==> src/rtl/core/cec_pkg.sv <==
`timescale 1ns / 1ps
`default_nettype none

package cec_pkg;

  localparam int unsigned FRAC_BITS = 8;
  localparam int unsigned COORD_W   = 24;
  localparam int unsigned RAD_W     = COORD_W - 2;
  localparam int unsigned MASS_W    = 16;
  localparam int unsigned THR_W     = 16;

  // square root unit: radicand and root widths
  localparam int unsigned SQ_IN_W  = 2 * COORD_W;
  localparam int unsigned SQ_OUT_W = COORD_W;

  // divider unit: numerator width is the quotient bits plus the denominator bits
  localparam int unsigned DIV_DEN_W = COORD_W;
  localparam int unsigned DIV_QUO_W = COORD_W + 4;
  localparam int unsigned DIV_NUM_W = DIV_QUO_W + DIV_DEN_W;

  localparam logic [THR_W-1:0] THR_RESET = THR_W'(1 << FRAC_BITS);

  typedef struct packed {
    logic signed [COORD_W-1:0] first_x;
    logic signed [COORD_W-1:0] first_y;
    logic signed [COORD_W-1:0] first_vel_x;
    logic signed [COORD_W-1:0] first_vel_y;
    logic        [RAD_W-1:0]   first_radius;
    logic        [MASS_W-1:0]  first_mass;
    logic signed [COORD_W-1:0] second_x;
    logic signed [COORD_W-1:0] second_y;
    logic signed [COORD_W-1:0] second_vel_x;
    logic signed [COORD_W-1:0] second_vel_y;
    logic        [RAD_W-1:0]   second_radius;
    logic        [MASS_W-1:0]  second_mass;
  } cmd_t;

  typedef struct packed {
    logic                      hit;
    logic signed [COORD_W-1:0] new_first_x;
    logic signed [COORD_W-1:0] new_first_y;
    logic signed [COORD_W-1:0] new_first_vel_x;
    logic signed [COORD_W-1:0] new_first_vel_y;
    logic signed [COORD_W-1:0] new_second_vel_x;
    logic signed [COORD_W-1:0] new_second_vel_y;
  } res_t;

endpackage

`default_nettype wire

==> src/rtl/core/cec_sqrt.sv <==
`timescale 1ns / 1ps
`default_nettype none

module cec_sqrt (
  input  logic                          clk_i,
  input  logic [cec_pkg::SQ_IN_W-1:0]   rad_i,
  output logic [cec_pkg::SQ_OUT_W-1:0]  root_o
);

  localparam int unsigned IW  = cec_pkg::SQ_IN_W;
  localparam int unsigned N   = cec_pkg::SQ_OUT_W;
  localparam int unsigned RMW = N + 2;

  logic [RMW-1:0] rem_q  [N];
  logic [N-1:0]   root_q [N];
  logic [IW-1:0]  rad_q  [N];

  logic [RMW-1:0] rem_s  [N];
  logic [N-1:0]   root_s [N];
  logic [IW-1:0]  rad_s  [N];

  logic [RMW+1:0] acc    [N];
  logic [RMW+1:0] trial  [N];
  logic [RMW-1:0] rem_d  [N];
  logic [N-1:0]   root_d [N];
  logic [IW-1:0]  rad_d  [N];

  // one root bit per stage, two radicand bits brought down each time
  for (genvar k = 0; k < N; k++) begin : g_stage
    if (k == 0) begin : g_first
      assign rem_s[k]  = '0;
      assign root_s[k] = '0;
      assign rad_s[k]  = rad_i;
    end else begin : g_next
      assign rem_s[k]  = rem_q[k-1];
      assign root_s[k] = root_q[k-1];
      assign rad_s[k]  = rad_q[k-1];
    end

    always_comb begin
      acc[k]   = {rem_s[k], rad_s[k][IW-1 -: 2]};
      trial[k] = (RMW+2)'({root_s[k], 2'b01});
      if (acc[k] >= trial[k]) begin
        rem_d[k]  = RMW'(acc[k] - trial[k]);
        root_d[k] = {root_s[k][N-2:0], 1'b1};
      end else begin
        rem_d[k]  = acc[k][RMW-1:0];
        root_d[k] = {root_s[k][N-2:0], 1'b0};
      end
      rad_d[k] = {rad_s[k][IW-3:0], 2'b00};
    end

    always_ff @(posedge clk_i) begin
      rem_q[k]  <= rem_d[k];
      root_q[k] <= root_d[k];
      rad_q[k]  <= rad_d[k];
    end
  end

  assign root_o = root_q[N-1];

endmodule

`default_nettype wire

==> config.mk <==
export PLATFORM = sky130hd
export DESIGN_NAME = cec_sqrt
export DESIGN_NICKNAME = d
export VERILOG_FILES = /design/src/rtl/core/cec_pkg.sv /design/src/rtl/core/cec_sqrt.sv
export SDC_FILE = /design/constraint.sdc
export NUM_CORES = 2
export LEC_CHECK = 0
export ABC_AREA = 1
export BUFFER_PORTS_ARGS = -buffer_cell sky130_fd_sc_hd__buf_2
export CAP_MARGIN = 20
export CORE_MARGIN = 2
export CORE_UTILIZATION = 61
export DETAILED_ROUTE_END_ITERATION = 6
export PLACE_DENSITY = 0.77
export SYNTH_ARGS = -nofsm -noshare
export SYNTH_HDL_FRONTEND = slang
export SYNTH_SLANG_ARGS = --single-unit
==> constraint.sdc <==
create_clock -name clk_i -period 2.6 [get_ports clk_i]
set_input_delay 0.52 -clock clk_i [delete_from_list [all_inputs] [get_ports clk_i]]
set_output_delay 0.52 -clock clk_i [all_outputs]
set_load 0.005 [all_outputs]
After elaboration in Yosys (flattened, before gate mapping)
Memories as Yosys holds them, arrays and structs flattened.
Cells that the tools add are included.
{ "totals": {"reg_bits": 0, "mem_bits_rw": 2304, "in_bits": 49, "out_inout_bits": 24, "wordCells": 99, "n_memories": 3} }
{ "op_classes": {"n_addsub": 24, "magnitude_cmp": 24, "n_mux": 48} }
{ "memory_table": {"columns": ["memory", "words", "word_bits", "rd", "rd_clocked_by_memory_dff", "write_ports", "line", "source"], "rows": [
  ["rad_q", 24, 46, 23, 0, 24, "cec_sqrt.sv:16", "logic [IW-1:0] rad_q [N];"],
  ["rem_q", 24, 26, 23, 0, 24, "cec_sqrt.sv:14", "logic [RMW-1:0] rem_q [N];"],
  ["root_q", 24, 24, 24, 0, 24, "cec_sqrt.sv:15", "logic [N-1:0] root_q [N];"]
]} }
{ "ops": {"columns": ["op", "count"], "rows": [
  ["greater-or-equal comparator 28 x 26 -> 1 bit", 23],
  ["two-way mux 26 bit", 24],
  ["subtractor 26 bit", 23],
  ["two-way mux 1 bit", 24],
  ["subtractor 2 x 1 -> 3 bit (second input constant)", 1],
  ["greater-or-equal comparator 2 x 1 -> 1 bit (second input constant)", 1]
]} }

Longest topological paths before layout
An unclocked memory read counts as a cell.
{ "logic_depth": {"ltp_word": 3, "mapped_depth": 16, "mapped_depth_nobuf": 15} }

Least setup slack after synthesis
Ideal clock, no wire load.
{ "synth_timing": {"path_type": "flip-flop to flip-flop", "startpoint": "mem root_q[0][25] (netlist name)", "endpoint": "mem rem_q[0][71] (netlist name)", "setup_time_ps": 115, "t_arrival_ps": 1716, "t_required_ps": 2485, "setup_slack_ps": 769, "stages_incl_launch_ff": 11, "path_cell_list": "dfxtp_1 > inv_1 > ha_1 > a21oi_1 > o21a_1 > nand2_1 > nor2_2 > nand3_4 > buf_6 > o21ai_0 > inv_1"} }
{ "synth_lines": {"columns": ["element", "line"], "rows": [
  ["start, declared", "cec_sqrt.sv:15"],
  ["end, declared", "cec_sqrt.sv:14"]
]} }

==> metrics <==
outcome completed; HP Start rad_q[1][222]; largest net degree at the start of global routing 35; sequential-to-total area share from yosys stat 0.448; Worst-Margin Slew 0.803 ns; global-route wire length before repair 267000 um; Setup Crit Path Kind flip-flop to flip-flop; clock net sink count 1415; cell-by-cell trace of the critical path inv_1 -> ha_1 -> nand2_1 -> nor2_1 -> inv_1 -> o21bai_1 -> nand2_1 -> nand2_1 -> nor2_4 -> buf_4 -> nand2_1 -> nand2_1; Primary FF master, synth dfxtp_1; row cnt 118; clock root cell clkbuf_16; P&R area growth vs syn 11.6%; total of max-cap violations 0; DRC 0; crit end category flip-flop; Die Width 326 um; Synth Cell Area 0.0632 sq mm; total number of vias 53900; vias per cell 5.14; Starting DRT DRC Count 4503; Crit path max-delay family simple AND/OR/NAND/NOR gates; syn avg cell area 7.24 sq um; I/O Pins 73; relative slew slack 0.459; Syn. warnings 0; leading area contributor after synthesis dfxtp_1; Nets 9369; TNS Setup 0 ns; Clock power frac 0.312; Post-synth top cells nand2_1, inv_1, dfxtp_1; TritonCTS Buffers 142; Tmin final 2.43 ns; GRT overflow 0; largest cells by area after synthesis dfxtp_1, nand2_1, inv_1; share of the synthesized area in the top cell type 0.448; Hold EP rad_q[1][270]; CTS tree done; Worst path slowest cell dfxtp_1; met1 GRT Util 0.408; Inst Count DP 10200; M3 GR Usage 0.0466; clk_skew 0.0285 ns; internal power 43.7 mW; hold crit path type flip-flop to flip-flop; post-synth cell types 48; synthesized flop and latch total 1415; Worst Path Required 3.21 ns; Seq pwr share 0.431; hold path cells 0; max-slew violations 0; cell mode on critical path nand2_1; placed wire-length estimate 132000 um; IR drop worst, VDD 0.742 mV; cells after synthesis 8740; GPL Wtd Cong 0.998; antenna violations before repair 4; number of port buffers 72; Setup crit start kind flip-flop; WL per Instance 16.2 um; met2 global-route usage 0.525; Die Ht 326 um; setup violators final 0; die area 0.106 sq mm; switching power 23.5 mW; core region area 0.103 sq mm; Comb power frac 0.256; Routed WL 170000 um; Final period util 0.933; RSZ-0062 raised after global routing no; total global-route track usage 0.313; reg2reg setup slack 0.17 ns; final hold vios 0; Non-Filler Instances 10500; H-Tree Depth 4; P per Cell Area 953 mW/mm^2; worst r2r src root_q[2][110]; most common cell in the netlist nand2_1; static leakage 37.8 nW; grt peak-use layer met2; Buf/Inv on CP 3; Async S/R FF share, synth 0; drt pass-1 iters 6; Sw Share 0.350; initial core utilization 0.613; Achievable Freq 412 MHz; DRT antenna net count 0; end of the worst register-to-register path rem_q[2][149]; Clock Path Buffers 3; layout cells sized above 1 0.0615; number of synthesized flops with an enable pin 0; CP max stage delay 0.42 ns; Syn Nets 9115; Worst EP arrival 3.04 ns; Worst-path clk slew 0.06 ns; crit-path max FO 13; worst reg2reg path depth 12; vias in the first global route 51200; clk_lat worst skew 0.76 ns
-- metal layers --
metal | routed length, um | share of wire
met2 | 78700 | 0.46
met5 | 54 | 0.00032
met3 | 10200 | 0.060
met1 | 74800 | 0.44
met4 | 6220 | 0.037
-- worst max path at each step --
stage,from,end,depth (start not counted)
after CTS,root_q[2][48],rem_q[2][90],12
after detailed placement,root_q[2][48],rem_q[2][90],12
final,root_q[2][110],rem_q[2][149],12
after floorplan,root_q[0][25],rem_q[0][71],10
after global placement,root_q[2][48],rem_q[2][90],11
after global routing,root_q[0][169],rem_q[1][11],11
-- flip-flops by register name, indices dropped and copies added, names as in the netlist --
register,cells
root_q,300
rad_q,552
rem_q,563
-- cells by family (layout without fill, tap and decap cells) --
group                    count (synthesis)  in the layout  synth area share
AO/OA/AOI/OAI                          645            645            0.0572
XOR/XNOR                               230            230            0.0318
adder cells (fa/ha/maj)                326            326            0.0645
buffers and inverters                 1628           1993             0.102
flip-flops                            1415           1415             0.448
other                                    1              3         0.0000593
AND/OR/NAND/NOR                       4495           4496             0.296
-- cell usage in the layout (no fill, tap or decap), types with 16 or more instances in the layout --
cell type,count
dlygate4sd3_1,49
o21ai_2,40
nand2_1,2835
inv_2,16
clkbuf_8,19
ha_1,326
nor2_2,25
xnor2_1,108
buf_4,56
clkinv_2,19
nor3_1,75
nand4_1,157
nand2_2,23
a21oi_2,37
buf_2,72
clkbuf_16,145
o21ai_1,54
inv_1,1534
clkbuf_1,23
nand3_1,510
nand3b_1,69
o21ai_0,181
xor2_1,122
a21oi_1,297
nor2_1,722
dfxtp_1,1413
-- metrics by stage --
step | util | hold slack (ns) | cell area (sq um) | setup slack [ns] | power [mW]
6_report | 0.684 | 0.313 | 70600 | 0.174 | 67.2
3_3_place_gp | 0.631 | 0.310 | 65200 | 0.0426 | 45.9
2_1_floorplan | - | 0.310 | 63200 | 0.769 | 40.4
3_5_place_dp | 0.631 | 0.312 | 65200 | 0.0466 | 46.0
5_1_grt | 0.684 | 0.320 | 70600 | 0.00421 | 70.9
4_1_cts | 0.683 | 0.315 | 70500 | 0.0187 | 67.2
-- power groups by stage --
stage          Clock [mW]  Combinational, mW  Sequential (mW)
3_5_place_dp            0               16.7             29.3
2_1_floorplan           0               12.8             27.7
3_3_place_gp            0               16.5             29.3
6_report             21.0               17.2             29.0
5_1_grt              22.1               19.4             29.3
4_1_cts              21.3               16.9             29.0
-- cell type report --
| cell class | instances | area [sq um] |
|---|---|---|
| Tap cell | 1380 | 1730 |
| Fill cell | 8842 | 32600 |
| Sequential cell | 1415 | 28300 |
| Antenna cell | 2 | 5.00 |
| Timing Repair Buffer | 180 | 1330 |
| Multi-Input combinational cell | 5698 | 28500 |
| Inverter | 1557 | 5860 |
| Clock buffer | 187 | 3980 |
| Clock inverter | 69 | 882 |
-- repair_timing --
action                     4_1_cts  5_1_grt
setup endpoints to repair        0       52
resized for setup                0       12
buffers inserted                 0        2
hold endpoints to repair        49        0
hold buffers                    49        0
Power figures use the tool's default switching activity.
