### src/rtl/core/cec_pkg.sv
`timescale 1ns / 1ps
`default_nettype none

package cec_pkg;

  localparam int unsigned FRAC_BITS = 8;
  localparam int unsigned COORD_W   = 24;
  localparam int unsigned RAD_W     = COORD_W - 2;
  localparam int unsigned MASS_W    = 16;
  localparam int unsigned THR_W     = 16;

  // square root unit: radicand and root widths
  localparam int unsigned SQ_IN_W  = 2 * COORD_W;
  localparam int unsigned SQ_OUT_W = COORD_W;

  // divider unit: numerator width is the quotient bits plus the denominator bits
  localparam int unsigned DIV_DEN_W = COORD_W;
  localparam int unsigned DIV_QUO_W = COORD_W + 4;
  localparam int unsigned DIV_NUM_W = DIV_QUO_W + DIV_DEN_W;

  localparam logic [THR_W-1:0] THR_RESET = THR_W'(1 << FRAC_BITS);

  typedef struct packed {
    logic signed [COORD_W-1:0] first_x;
    logic signed [COORD_W-1:0] first_y;
    logic signed [COORD_W-1:0] first_vel_x;
    logic signed [COORD_W-1:0] first_vel_y;
    logic        [RAD_W-1:0]   first_radius;
    logic        [MASS_W-1:0]  first_mass;
    logic signed [COORD_W-1:0] second_x;
    logic signed [COORD_W-1:0] second_y;
    logic signed [COORD_W-1:0] second_vel_x;
    logic signed [COORD_W-1:0] second_vel_y;
    logic        [RAD_W-1:0]   second_radius;
    logic        [MASS_W-1:0]  second_mass;
  } cmd_t;

  typedef struct packed {
    logic                      hit;
    logic signed [COORD_W-1:0] new_first_x;
    logic signed [COORD_W-1:0] new_first_y;
    logic signed [COORD_W-1:0] new_first_vel_x;
    logic signed [COORD_W-1:0] new_first_vel_y;
    logic signed [COORD_W-1:0] new_second_vel_x;
    logic signed [COORD_W-1:0] new_second_vel_y;
  } res_t;

endpackage

`default_nettype wire

### src/rtl/core/cec_div.sv
`timescale 1ns / 1ps
`default_nettype none

module cec_div (
  input  logic                           clk_i,
  input  logic [cec_pkg::DIV_NUM_W-1:0]  num_i,
  input  logic [cec_pkg::DIV_DEN_W-1:0]  den_i,
  output logic [cec_pkg::DIV_QUO_W-1:0]  quo_o
);

  localparam int unsigned NW = cec_pkg::DIV_NUM_W;
  localparam int unsigned QW = cec_pkg::DIV_QUO_W;
  localparam int unsigned DW = cec_pkg::DIV_DEN_W;

  logic [DW-1:0] rem_q [QW];
  logic [QW-1:0] low_q [QW];
  logic [QW-1:0] quo_q [QW];
  logic [DW-1:0] den_q [QW];

  logic [DW-1:0] rem_s [QW];
  logic [QW-1:0] low_s [QW];
  logic [QW-1:0] quo_s [QW];
  logic [DW-1:0] den_s [QW];

  logic [DW:0]   acc   [QW];
  logic [DW-1:0] rem_d [QW];
  logic [QW-1:0] quo_d [QW];

  // restoring division, one quotient bit per stage
  for (genvar k = 0; k < QW; k++) begin : g_stage
    if (k == 0) begin : g_first
      assign rem_s[k] = num_i[NW-1:QW];
      assign low_s[k] = num_i[QW-1:0];
      assign quo_s[k] = '0;
      assign den_s[k] = den_i;
    end else begin : g_next
      assign rem_s[k] = rem_q[k-1];
      assign low_s[k] = low_q[k-1];
      assign quo_s[k] = quo_q[k-1];
      assign den_s[k] = den_q[k-1];
    end

    always_comb begin
      acc[k] = {rem_s[k], low_s[k][QW-1]};
      if (acc[k] >= {1'b0, den_s[k]}) begin
        rem_d[k] = DW'(acc[k] - {1'b0, den_s[k]});
        quo_d[k] = {quo_s[k][QW-2:0], 1'b1};
      end else begin
        rem_d[k] = acc[k][DW-1:0];
        quo_d[k] = {quo_s[k][QW-2:0], 1'b0};
      end
    end

    always_ff @(posedge clk_i) begin
      rem_q[k] <= rem_d[k];
      low_q[k] <= {low_s[k][QW-2:0], 1'b0};
      quo_q[k] <= quo_d[k];
      den_q[k] <= den_s[k];
    end
  end

  assign quo_o = quo_q[QW-1];

endmodule

`default_nettype wire
### config.mk
export PLATFORM = sky130hd
export DESIGN_NAME = cec_div
export DESIGN_NICKNAME = d
export VERILOG_FILES = /design/src/rtl/core/cec_pkg.sv /design/src/rtl/core/cec_div.sv
export SDC_FILE = /design/constraint.sdc
export NUM_CORES = 2
export LEC_CHECK = 0
export ABC_CLOCK_PERIOD_IN_PS = 3200
export BUFFER_PORTS_ARGS = -buffer_cell sky130_fd_sc_hd__buf_4
export CORE_MARGIN = 2
export CORE_UTILIZATION = 59
export CTS_BUF_LIST = sky130_fd_sc_hd__clkbuf_4
export DETAILED_ROUTE_END_ITERATION = 8
export HOLD_SLACK_MARGIN = 0.06
export PLACE_DENSITY = 0.87
export SYNTH_ARGS = -nofsm -noshare
export SYNTH_HDL_FRONTEND = slang
export SYNTH_SLANG_ARGS = --single-unit
### constraint.sdc
create_clock -name clk_i -period 3.2 [get_ports clk_i]
set_input_delay 0.32 -clock clk_i [delete_from_list [all_inputs] [get_ports clk_i]]
set_output_delay 0.32 -clock clk_i [all_outputs]
set_load 0.01 [all_outputs]
======== After elaboration in Yosys (flattened, before gate mapping) ========
Memory sizes are Yosys's and may differ from the RTL's.
Index checks and enable logic that the tools add are counted.
storage, ports and cells
  flip-flop bits (word level) ............. 0
  memory bits (writable) .................. 2884
  input bits .............................. 77
  output and inout bits ................... 28
  logic and storage cells ................. 116
  memories kept ........................... 4
memory list
  memory  words  bits a word  rd ports  clocked after memory_dff  write ports  RTL line       source
  quo_q   28     28           28        0                         28           cec_div.sv:17  logic [QW-1:0] quo_q [QW];
  low_q   28     27           27        0                         28           cec_div.sv:16  logic [QW-1:0] low_q [QW];
  den_q   28     24           27        0                         28           cec_div.sv:18  logic [DW-1:0] den_q [QW];
  rem_q   28     24           27        0                         28           cec_div.sv:15  logic [DW-1:0] rem_q [QW];
operators by class
  add/sub/neg operators ................... 28
  $lt $le $gt $ge ......................... 28
  multiplexer cells ....................... 56
operators by type and width
  kind                                          count
  greater-or-equal comparator 25 x 24 -> 1 bit  28
  2-to-1 mux 24 bit                             28
  subtractor 24 bit                             28
  2-to-1 mux 1 bit                              28

======== Logic depth before layout (Yosys ltp) ========
An unclocked memory read counts as a cell.
  depth in word-level cells ............... 3
  mapped depth ............................ 14
  mapped depth without buffers ............ 13

======== Least setup slack after synthesis ========
OpenSTA, ideal clock, no wires.
  path kind ............................... register -> register
  start ................................... memory den_q[20][1] (netlist bit)
  end ..................................... memory rem_q[1][126] (netlist bit)
  setup time .............................. 121 ps
  data arrival time ....................... 3127 ps
  data required time ...................... 3079 ps
  path slack .............................. -48 ps
  stages on the path, launching flop included .. 14
  path buffers ............................ 1
  period minus slack after synthesis ...... 3248 ps
  cell sequence ........................... dfxtp_1 > inv_1 > ha_1 > nor2b_1 > o31a_1 > o31a_1 > o31ai_4 > a21oi_2 > or4b_4 > a41o_1 > a21oi_4 > o21ai_2 > buf_6 > mux2_4
RTL lines
  item                RTL line
  start: declaration  cec_div.sv:18
  end: declaration    cec_div.sv:15

==> reports/metrics.cfg <==
[clock_network]
clk_root_buffer_cell = clkbuf_4
clk_path_buf_depth = 4
clock_latency_ps = 1370
clkSlewWorstSetupHoldPaths_ps = 70
cts_tree = yes
cts_buffers = 493
clock-sinks = 2080
cts_max_level = 5

[final_layout]
area_growth_pct = 16.97
layout_commonest_cell = dfxtp_1
finalNetCount = 9857
nFillCells = 10078
drive_above_1_share_pct = 17.74
final_cell_mix = 2063 x dfxtp_1, 823 x inv_1, 690 x clkbuf_4

[placement]
io_buffers = 104
pre_cts_ws_ps = -159.2
hpwl_um = 140700
gp_congestion = 0.9614

[critical_path]
critPathCaptureType = register
path_class = in -> reg
cpMostUsedCell = dlygate4sd3_1
cp.arrival_ps = 4400
cp.required_ps = 4300
cp_num_buf_inv = 6
cp_top_family = buffers and inverters
critPathLaunchType = input pin
crit_slowest_cell = dlygate4sd3_1
worst-path-max-fanout = 5
path_cells = dlygate4sd3_1 -> buf_4 -> dlygate4sd3_1 -> inv_1 -> ha_1 -> nor2b_1 -> o21a_1 -> o21a_1 -> o31ai_2 -> buf_4 -> a21oi_1 -> o31ai_2 -> o2bb2ai_4 -> a21oi_4 -> nor2_1 -> dlygate4sd3_1 -> a21oi_1
crit_path_max_incr_delay_ps = 620

[grt]
grt_first_pass_wirelength_um = 308600
gr-total-overflow = 0
grt_usage_pct = 26.64
antenna_found_initial = 7
grt_pass1_vias = 61526
grt_max_degree = 46

[timing]
setup_tns_ps = -1832
final_hold_viol_count = 0
holdWs_ps = 204.5
skew_ps = 127.7
relSlewSlack_pct = 45.15
fin_ws_ps = -107.8
worst_pin_slew_ps = 816.5
period_minus_slack_ps = 3308
finalCritPeriodShare_pct = 103.4
rsz0062_at_grt = true
max_freq_mhz = 302.3
finalMaxSlewViolations = 0
setup_viol = 47

[yosys]
syn_nets = 8943
yosys_warnings = 0
yosys.area.top_type_share_pct = 50.41
yosys.area.top_type = dfxtp_1
synthesis.instances = 8167
syn_area_um2 = 82600
synth_area_leaders = dfxtp_1 50%, ha_1 10%, mux2_2 4.3%
yosysUniqueCellTypes = 88
avgSynthCellArea_um2 = 10.11
synthArstFlopShare_pct = 0
synth_seq_cells = 2080
synth-edff-count = 0
synth_flop_cell = dfxtp_1
synth-seq-area-share_pct = 50.41

[floorplan]
die_area_um2 = 143000
core_um2 = 139200
ios = 105
row_count = 137
die_w_um = 378.2
die_h_um = 378.2
start_util_pct = 59.34

[drt]
vias_per_cell = 5.492
remaining_drc_errors = 0
antenna_left = 0
drt_iter0_drc = 5192
vias = 62107
firstDrtPassIters = 8
wl_per_cell_um = 17.42
wl_um = 197000

[pwr]
ir_worst_vdd_mv = 0.7835
p_per_area_nw_per_um2 = 1166
power.leakage_nw = 45.15

[hold_path]
hp-class = in -> reg

[flow_run]
maxCapViolCount = 0

[outcome]
status = complete, but fails checks
violations = setup timing

-- final cells by class --
cell class | instances | area [um2] | area share [%]
repair buffers | 551 | 5136 | 5.316
clock buffers | 690 | 5180 | 5.361
multi-input cells | 5125 | 38350 | 39.69
diodes | 12 | 30.03 | 0.03108
flip-flops and latches | 2080 | 41670 | 43.12
clock inverters | 144 | 792.0 | 0.8197
well taps | 1876 | 2347 | 2.429
inverters | 830 | 3115 | 3.224
-- through the flow --
stage / total power [mW] / cells / cell area (um2) / util, %
floorplan: 74.41 / 8167 / 82610 / -
global placement: 86.89 / 10233 / 87270 / 62.70
detailed placement: 88.54 / 10233 / 87270 / 62.70
CTS: 110.5 / 11256 / 95460 / 68.58
global route: 120.2 / 11304 / 96610 / 69.41
finish: 112.7 / 11308 / 96620 / 69.42
-- flip-flops by register name, summed over array words and instances, names as in the netlist --
signal and count:
low_q 378, quo_q 406, rem_q 648, den_q 648
-- synth_stat cells (10+ instances only) --
library cell  count
a311oi_1         10
or3_1            24
mux2_4           17
buf_2            22
a211o_1          24
mux2_2          314
o31a_1           29
nand4_1          96
fa_1             27
and2_1           25
a21o_1          265
or2_2            18
nor3_1           94
inv_1           829
nand2b_1         94
mux2i_1          33
o21ai_1          12
dfxtp_1        2080
nand2_1         469
o21ai_0         435
o41ai_1          13
nor4_1           29
a31o_2           13
nand3_1         135
clkbuf_1        102
a211oi_1         46
nor2_1          455
o22ai_1          11
a221oi_1         13
a31oi_1          57
xor2_1          205
o31ai_1          33
a21boi_0         16
ha_1            672
xnor2_1         320
o21a_1          101
a21oi_1         619
nor2b_1         111
o21bai_1         60
and3_1           55
o211ai_1         30
and4_1           11
-- path summary, 6_finish.rpt --
| check | from | endpoint | slack [ps] | depth (start not counted) |
|---|---|---|---|---|
| max | num_i[27] | rem_q[0][20]$_DFF_P_ | -110 | 17 |
| min reg2reg | quo_q[1][116]$_DFF_P_ | quo_q[1][145]$_DFF_P_ | 210 | 0 |
| min | num_i[32] | rem_q[0][5]$_DFF_P_ | 200 | 6 |
| max reg2reg | den_q[22][6]$_DFF_P_ | rem_q[1][170]$_DFF_P_ | -100 | 15 |
-- worst reg2reg max path, cell delays in order (launching register included) --
cell and delay [ps]:
dfxtp_1 340, inv_1 50, ha_1 320, nand4_1 140, nor2_2 160, o31ai_4 110, a211oi_2 250, a22oi_1 110
buf_4 170, or3_4 360, a41o_1 220, a21oi_2 130, a2111o_1 190, buf_6 170, buf_16 150, mux2_4 300
-- metal layers --
layer,GRT usage [%],wire length [um],vias to the layer above
li1,-,-,30172
met1,31.71,80800,29010
met2,46.17,95700,2293
met3,4.810,11590,630
met4,13.12,8888,2
met5,0,18,-
-- report_power, final --
| group | total, mW | leakage (nW) | internal [mW] | switching, mW |
|---|---|---|---|---|
| Clock | 20.3 | 3.55 | 10.5 | 9.87 |
| Combinational | 54.0 | 24.1 | 25.9 | 28.1 |
| Sequential | 38.4 | 17.5 | 33.9 | 4.53 |
| Total | 113 | 45.2 | 70.2 | 42.5 |
-- what timing repair did --
item,in CTS,in global routing
setup endpoints to repair,117,463
resized for setup,67,191
pin swaps,11,60
buffers inserted,14,33
gates cloned,6,10
endpoints found under the hold margin,76,0
hold buffers,170,0
-- kinds of logic after synthesis --
family,count (synthesis),synth area share (%)
mux,364,4.990
fa+ha+maj,699,10.83
buf+inv,964,4.450
simple gates,1646,9.423
flops,2080,50.41
compound gates,1889,14.33
xor+xnor,525,5.567
(Power assumes the default switching activity.)
